[src/csg_pkg.sv]
// Package: shared types and constants for the CAN command frame segmenter.
`default_nettype none
package csg_pkg;

  // Payload bytes carried by one frame (data byte 0 is the function code)
  localparam int unsigned PAYLOAD_PER_FRAME = 7;
  localparam int unsigned BUF_DEPTH         = 7;
  localparam int unsigned CNT_W             = $clog2(BUF_DEPTH + 1);

  // One input beat as held in the input register
  typedef struct packed {
    logic [7:0] cmd_byte;
    logic       last_byte;
  } in_beat_t;

  // One result beat as held in the output register
  typedef struct packed {
    logic [15:0] frame_ext_id;
    logic [3:0]  frame_dlc;
    logic [63:0] frame_data;
    logic        final_frame;
  } frame_t;

endpackage
`default_nettype wire

[src/csg_in_stage.sv]
// Input register stage: holds one command byte until the frame builder takes it.
`default_nettype none
module csg_in_stage
  import csg_pkg::*;
(
  input  wire logic     clk,
  input  wire logic     rst_n,
  input  wire logic     in_valid,
  output logic          in_stall,
  input  wire logic [7:0] in_cmd_byte,
  input  wire logic     in_last_byte,
  input  wire logic     take,
  output logic          beat_valid,
  output in_beat_t      beat
);

  logic     valid_r;
  logic     valid_nxt;
  in_beat_t beat_r;
  logic     load;

  // Register is free when empty or when its beat moves on this cycle
  assign in_stall = valid_r && !take;
  assign load     = in_valid && !in_stall;

  always_comb begin
    valid_nxt = valid_r;
    if (load) begin
      valid_nxt = 1'b1;
    end else if (take) begin
      valid_nxt = 1'b0;
    end
  end

  always_ff @(posedge clk) begin
    if (!rst_n) begin
      valid_r <= 1'b0;
    end else begin
      valid_r <= valid_nxt;
    end
  end

  // Payload needs no reset
  always_ff @(posedge clk) begin
    if (load) begin
      beat_r.cmd_byte  <= in_cmd_byte;
      beat_r.last_byte <= in_last_byte;
    end
  end

  assign beat_valid = valid_r;
  assign beat       = beat_r;

endmodule
`default_nettype wire

[src/csg_frame_builder.sv]
// Frame builder: command parsing, payload buffer and the output frame register.
`default_nettype none
module csg_frame_builder
  import csg_pkg::*;
(
  input  wire logic clk,
  input  wire logic rst_n,
  input  wire logic beat_valid,
  input  wire in_beat_t beat,
  output logic      take,
  output logic      out_valid,
  input  wire logic out_stall,
  output frame_t    frame
);

  typedef enum logic [1:0] {
    PH_ADDR = 2'd0,
    PH_FUNC = 2'd1,
    PH_DATA = 2'd2
  } phase_t;

  phase_t           phase_r, phase_nxt;
  logic [7:0]       addr_r, addr_nxt;
  logic [7:0]       func_r, func_nxt;
  logic [7:0]       buf_r [BUF_DEPTH];
  logic [CNT_W-1:0] cnt_r, cnt_nxt;
  logic [7:0]       pkt_r, pkt_nxt;
  logic             out_valid_r, out_valid_nxt;
  frame_t           frame_r, frame_nxt;
  logic             buf_we;
  logic [CNT_W-1:0] cnt_inc;
  logic             emit;
  logic [63:0]      data_w;

  // Output register accepts a new frame when empty or drained this cycle
  assign take    = !out_valid_r || !out_stall;
  assign cnt_inc = cnt_r + CNT_W'(1);

  // Assemble data bytes: function code, buffered payload, current byte, zeros
  always_comb begin
    data_w[7:0] = func_r;
    for (int i = 0; i < BUF_DEPTH; i++) begin
      if (CNT_W'(i) == cnt_r) begin
        data_w[8*(i+1) +: 8] = beat.cmd_byte;
      end else if (CNT_W'(i) < cnt_r) begin
        data_w[8*(i+1) +: 8] = buf_r[i];
      end else begin
        data_w[8*(i+1) +: 8] = 8'h00;
      end
    end
  end

  // Per-byte command parsing
  always_comb begin
    phase_nxt     = phase_r;
    addr_nxt      = addr_r;
    func_nxt      = func_r;
    cnt_nxt       = cnt_r;
    pkt_nxt       = pkt_r;
    buf_we        = 1'b0;
    emit          = 1'b0;
    out_valid_nxt = out_valid_r && out_stall;
    frame_nxt     = frame_r;
    if (beat_valid && take) begin
      unique case (phase_r)
        PH_FUNC: begin
          func_nxt = beat.cmd_byte;
          if (beat.last_byte) begin
            phase_nxt = PH_ADDR;
            cnt_nxt   = '0;
            pkt_nxt   = 8'h00;
          end else begin
            phase_nxt = PH_DATA;
          end
        end
        PH_DATA: begin
          buf_we  = 1'b1;
          cnt_nxt = cnt_inc;
          emit    = beat.last_byte || (cnt_inc >= CNT_W'(PAYLOAD_PER_FRAME));
          if (emit) begin
            frame_nxt.frame_ext_id = {addr_r, pkt_r};
            frame_nxt.frame_dlc    = 4'(cnt_inc) + 4'd1;
            frame_nxt.frame_data   = data_w;
            frame_nxt.final_frame  = beat.last_byte;
            out_valid_nxt          = 1'b1;
            cnt_nxt                = '0;
            if (beat.last_byte) begin
              phase_nxt = PH_ADDR;
              pkt_nxt   = 8'h00;
            end else begin
              pkt_nxt = pkt_r + 8'd1;
            end
          end
        end
        default: begin
          // Address byte; an unused phase code is treated the same way
          addr_nxt  = beat.cmd_byte;
          cnt_nxt   = '0;
          pkt_nxt   = 8'h00;
          phase_nxt = beat.last_byte ? PH_ADDR : PH_FUNC;
        end
      endcase
    end
  end

  // Control state
  always_ff @(posedge clk) begin
    if (!rst_n) begin
      phase_r     <= PH_ADDR;
      cnt_r       <= '0;
      pkt_r       <= 8'h00;
      out_valid_r <= 1'b0;
    end else begin
      phase_r     <= phase_nxt;
      cnt_r       <= cnt_nxt;
      pkt_r       <= pkt_nxt;
      out_valid_r <= out_valid_nxt;
    end
  end

  // Payload registers: written before they are read, no reset
  always_ff @(posedge clk) begin
    addr_r  <= addr_nxt;
    func_r  <= func_nxt;
    frame_r <= frame_nxt;
    if (buf_we) begin
      buf_r[cnt_r[CNT_W-1:0]] <= beat.cmd_byte;
    end
  end

  assign out_valid = out_valid_r;
  assign frame     = frame_r;

endmodule
`default_nettype wire

[src/can_command_frame_segmenter_unit.sv]
// Top level: CAN command frame segmenter, command bytes in, CAN data frames out.
//
// Input channel (in_*): one command byte per beat, in_last_byte marks the
// final byte. Byte 0 is the device address, byte 1 the function code, the
// rest is payload. Output channel (out_*): one extended data frame per beat,
// ID = {address, packet number}, data byte 0 = function code, then up to
// seven payload bytes, unused bytes zero, DLC = payload count + 1.
// A frame leaves when seven payload bytes are gathered or on a final payload
// byte; a command with no payload gives no frame. An accepted byte waits in
// the input register; its frame, if any, is loaded into the output register
// when the frame builder takes that byte. Throughput: one byte per cycle
// while out_stall holds no frame; the input register and the output frame
// register form a two-stage pipe, so a byte is taken while a frame waits.
// When out_stall holds a frame, the input register keeps its byte and
// in_stall rises once it is full; beats resume with no loss.
// Reset (rst_n low, synchronous): both registers empty, parser waits for an
// address byte, packet number is zero.
`default_nettype none
module can_command_frame_segmenter_unit
  import csg_pkg::*;
(
  input  wire logic        clk,
  input  wire logic        rst_n,
  input  wire logic        in_valid,
  output logic             in_stall,
  input  wire logic [7:0]  in_cmd_byte,
  input  wire logic        in_last_byte,
  output logic             out_valid,
  input  wire logic        out_stall,
  output logic [15:0]      out_frame_ext_id,
  output logic [3:0]       out_frame_dlc,
  output logic [63:0]      out_frame_data,
  output logic             out_final_frame
);

  logic     take;
  logic     beat_valid;
  in_beat_t beat;
  frame_t   frame;

  // Input register
  csg_in_stage u_in_stage (
    .clk         (clk),
    .rst_n       (rst_n),
    .in_valid    (in_valid),
    .in_stall    (in_stall),
    .in_cmd_byte (in_cmd_byte),
    .in_last_byte(in_last_byte),
    .take        (take),
    .beat_valid  (beat_valid),
    .beat        (beat)
  );

  // Parser and frame register
  csg_frame_builder u_frame_builder (
    .clk       (clk),
    .rst_n     (rst_n),
    .beat_valid(beat_valid),
    .beat      (beat),
    .take      (take),
    .out_valid (out_valid),
    .out_stall (out_stall),
    .frame     (frame)
  );

  assign out_frame_ext_id = frame.frame_ext_id;
  assign out_frame_dlc    = frame.frame_dlc;
  assign out_frame_data   = frame.frame_data;
  assign out_final_frame  = frame.final_frame;

  // Input side only backs up behind a held frame
  a_stall_cause: assert property (@(posedge clk) disable iff (!rst_n)
    in_stall |-> (out_valid && out_stall))
    else $error("input stalled without a held output frame");

  // Frame length stays within 2..8
  a_dlc_range: assert property (@(posedge clk) disable iff (!rst_n)
    out_valid |-> (out_frame_dlc >= 4'd2 && out_frame_dlc <= 4'd8))
    else $error("frame DLC out of range");

  // A short frame can only close a command
  a_short_final: assert property (@(posedge clk) disable iff (!rst_n)
    (out_valid && out_frame_dlc != 4'd8) |-> out_final_frame)
    else $error("partial frame not marked final");

endmodule
`default_nettype wire

[config.mk]
export PLATFORM = sky130hd
export DESIGN_NAME = can_command_frame_segmenter_unit
export DESIGN_NICKNAME = d
export VERILOG_FILES = /design/src/csg_pkg.sv /design/src/csg_in_stage.sv /design/src/csg_frame_builder.sv /design/src/can_command_frame_segmenter_unit.sv
export SDC_FILE = /design/constraint.sdc
export NUM_CORES = 1
export LEC_CHECK = 0
export ABC_CLOCK_PERIOD_IN_PS = 9000
export BUFFER_PORTS_ARGS = -buffer_cell sky130_fd_sc_hd__buf_2
export CAP_MARGIN = 20
export CORE_MARGIN = 1.5
export CORE_UTILIZATION = 45
export DETAILED_ROUTE_END_ITERATION = 12
export MAX_ROUTING_LAYER = met4
export PLACE_DENSITY = 0.65
export SLEW_MARGIN = 20
export SYNTH_ARGS = -nofsm -noshare
export SYNTH_HDL_FRONTEND = slang
export SYNTH_SLANG_ARGS = --single-unit
[constraint.sdc]
create_clock -name clk -period 9 [get_ports clk]
set_input_delay 2.25 -clock clk [delete_from_list [all_inputs] [get_ports clk]]
set_output_delay 2.25 -clock clk [all_outputs]
set_load 0.01 [all_outputs]
==> reports/metrics.yaml <==
ys_seq_area_frac: 0.775
intPower_uw: 1380
clock_latency_ns: 0.43
setup_viol: 0
status: "finished with violations"
p_leak_uw: 0.00296
routed_wl_mm: 12.8
drive_above_1_share: 0.273
core_mm2: 0.0146
cts_tree: "yes"
min_period_ns: 4.96
wire_per_inst_um: 17.6
io_buffer_count: 99
yosysTopAreaCellShare: 0.731
synth_common_cells: "edfxtp_1 (166), nand2_1 (52), a22o_1 (24)"
cts_max_path_buffers: 2
drt-initial-drc-count: 312
io_pins: 100
synth-main-ff-cell: "edfxtp_1"
clkPwrFrac: 0.434
p_seq_frac: 0.546
syn_avg_cell_area_um2: 16.0
place_area_mm2: 0.00748
ant_nets: 0
whs_path_depth: 0
violations: "DRC"
cts_sinks: 181
clk_pin_slew_worst_paths_ns: 0.07
grt_pass1_wl_mm: 20.3
fmax_ghz: 0.202
area_delta_synth_final_pct: 18.9
multi_input_area_mm2: 0.00143
antenna_found_initial: 0
p_sw_frac: 0.204
syn_nets: 451
reg2regPathDepth: 6
track_usage: 0.178
reg2reg_to: "u_frame_builder.frame[74]$_DFFE_PP_"
power_frac_comb: 0.020
ys_types: 39
post_cts_resized: 0
postCtsSetupBuffers: 0
seqCellArea_mm2: 0.00529
die_w_um: 126
initial_core_util: 0.466
hold_class: "reg -> reg"
syn_area_mm2: 0.00682
worst_ep_arrival_time_ns: 2.71
design_area_mm2: 0.00811
holdPathEnd: "u_frame_builder.frame[5]$_DFFE_PP_"
gp_congestion: 0.730
hold_viol_final: 0
power_density_mw_per_mm2: 214
via_count: 3768
first_global_vias: 3729
post-route-period-util: 0.551
yosysTopAreaCell: "edfxtp_1"
async_reset_ff_frac: 0
finalClockSkew_ns: 0.0162
fill_cells: 1200
grt-ovfl-total: 0
yosys_warnings: 0
cap_violations: 0
vias_per_cell: 5.19
synth_cells: 427
path_max_fanout: 3
htree_levels: 4
netlist_top_cells_area: "edfxtp_1 (73%), dfxtp_1 (4.4%), a22o_1 (3.1%)"
grt_max_degree: 68
synth.most_common_cell: "edfxtp_1"
fin_nets: 554
slew_viol_final: 0
rsz0062_at_grt: "no"
drc: 9
dp_hpwl_mm: 8.01
required_ns: 6.75
synth_edf_count: 166
cts_root_buf: "clkbuf_16"
min_from: "u_frame_builder.func_r[4]$_DFFE_PP_"
dieHeight_um: 126
tightest_slew_ns: 0.840
yosys_register_bits: 181
slew_headroom: 0.440
hold_buffers: 0
vdd_drop_max_mv: 0.140
start_kind: "input pin"
first_pass_iters: 9
cp-end-kind: "output pin"
p_switching_uw: 353
cts_inserted_buffers: 17
rows: 44
dieArea_mm2: 0.0159
antennaDiodeCount: 0
tns_ns: 0
path_class: "in -> out"
r2r-start: "u_frame_builder.cnt_r[0]$_SDFFE_PN0P_"
r2r_slack_ns: 5.34
[power by group through the flow]
stage          logic (uW)  clock network [uW]  registers (uW)
2_1_floorplan        27.3                   0             951
3_3_place_gp         33.4                   0             964
3_5_place_dp         34.2                   0             965
4_1_cts              34.4                 763             947
5_1_grt              38.4                 798             948
6_report             34.2                 751             946
[logic make-up after synthesis]
| group | count (synthesis) | share of synthesized area |
|---|---|---|
| adders and majority gates | 11 | 0.0202 |
| DFF | 181 | 0.775 |
| and+or+nand+nor | 116 | 0.0863 |
| buffers and inverters | 32 | 0.0202 |
| xor gates and xnor gates | 4 | 0.00514 |
| muxes | 9 | 0.0132 |
| AOI/OAI and AO/OA | 74 | 0.0798 |
[flip-flops by register name (all words and copies together), names as in the netlist]
signal	flops
u_frame_builder.frame	85
u_frame_builder.buf_r	56
u_in_stage.beat	9
u_frame_builder.addr_r	8
u_frame_builder.func_r	8
u_frame_builder.pkt_r	8
u_frame_builder.cnt_r	3
u_frame_builder.phase_r	2
u_frame_builder.out_valid	1
u_in_stage.beat_valid	1
[cell usage in the layout, fill, tap and decap left out, types with 6 or more instances in the layout]
cell,synthesis,final
and2_1,7,7
a22o_1,24,24
nand3b_1,8,8
nand2b_1,9,9
clkbuf_16,0,17
inv_1,14,14
mux2i_1,9,9
dfxtp_1,15,15
buf_2,7,99
o21ai_0,23,23
ha_1,11,11
a21oi_1,12,11
nor2b_1,6,6
edfxtp_1,166,166
nand2_1,52,52
nand3_1,12,12
[worst max-delay path, cell delays in order]
cell and delay [ns]:
buf_2 0.11, and3_1 0.20, buf_2 0.15
[final cells by class]
cell class	count	area share
Clock buffer	17	0.0525
Clock inverter	14	0.0218
Inverter	16	0.00741
Multi-Input combinational cell	214	0.176
Sequential cell	181	0.652
Tap cell	184	0.0284
Timing Repair Buffer	100	0.0620
[per-stage QoR]
step                      total power (uW)  instances  worst slack, ns   util  hold slack, ns
after CTS                             1740        726             4.05  0.552           0.420
after detailed placement               999        695             4.05  0.511           0.405
after floorplan                        979        427             1.56      -           0.400
final                                 1730        726             4.04  0.554           0.420
after global placement                 998        695             4.07  0.511           0.408
after global routing                  1780        726             4.00  0.554           0.433
[worst max path at each step]
stage | start | to | slack, ns | depth (start not counted)
final | out_stall | in_stall | 4.04 | 3
after global routing | out_stall | in_stall | 4.00 | 3
after CTS | out_stall | in_stall | 4.05 | 3
after detailed placement | out_stall | in_stall | 4.05 | 3
after global placement | out_stall | in_stall | 4.07 | 3
after floorplan | out_stall | u_frame_builder.frame[0]$_DFFE_PP_ | 1.56 | 4
[layer usage]
layer | vias to the layer above | GRT usage | share of wire
met4 | 0 | 0.0825 | 0.010
li1 | 1806 | - | -
met2 | 142 | 0.259 | 0.48
met1 | 1810 | 0.237 | 0.44
met5 | - | - | 0
met3 | 10 | 0.0446 | 0.072
No activity file was read; power rests on OpenSTA's default activity.
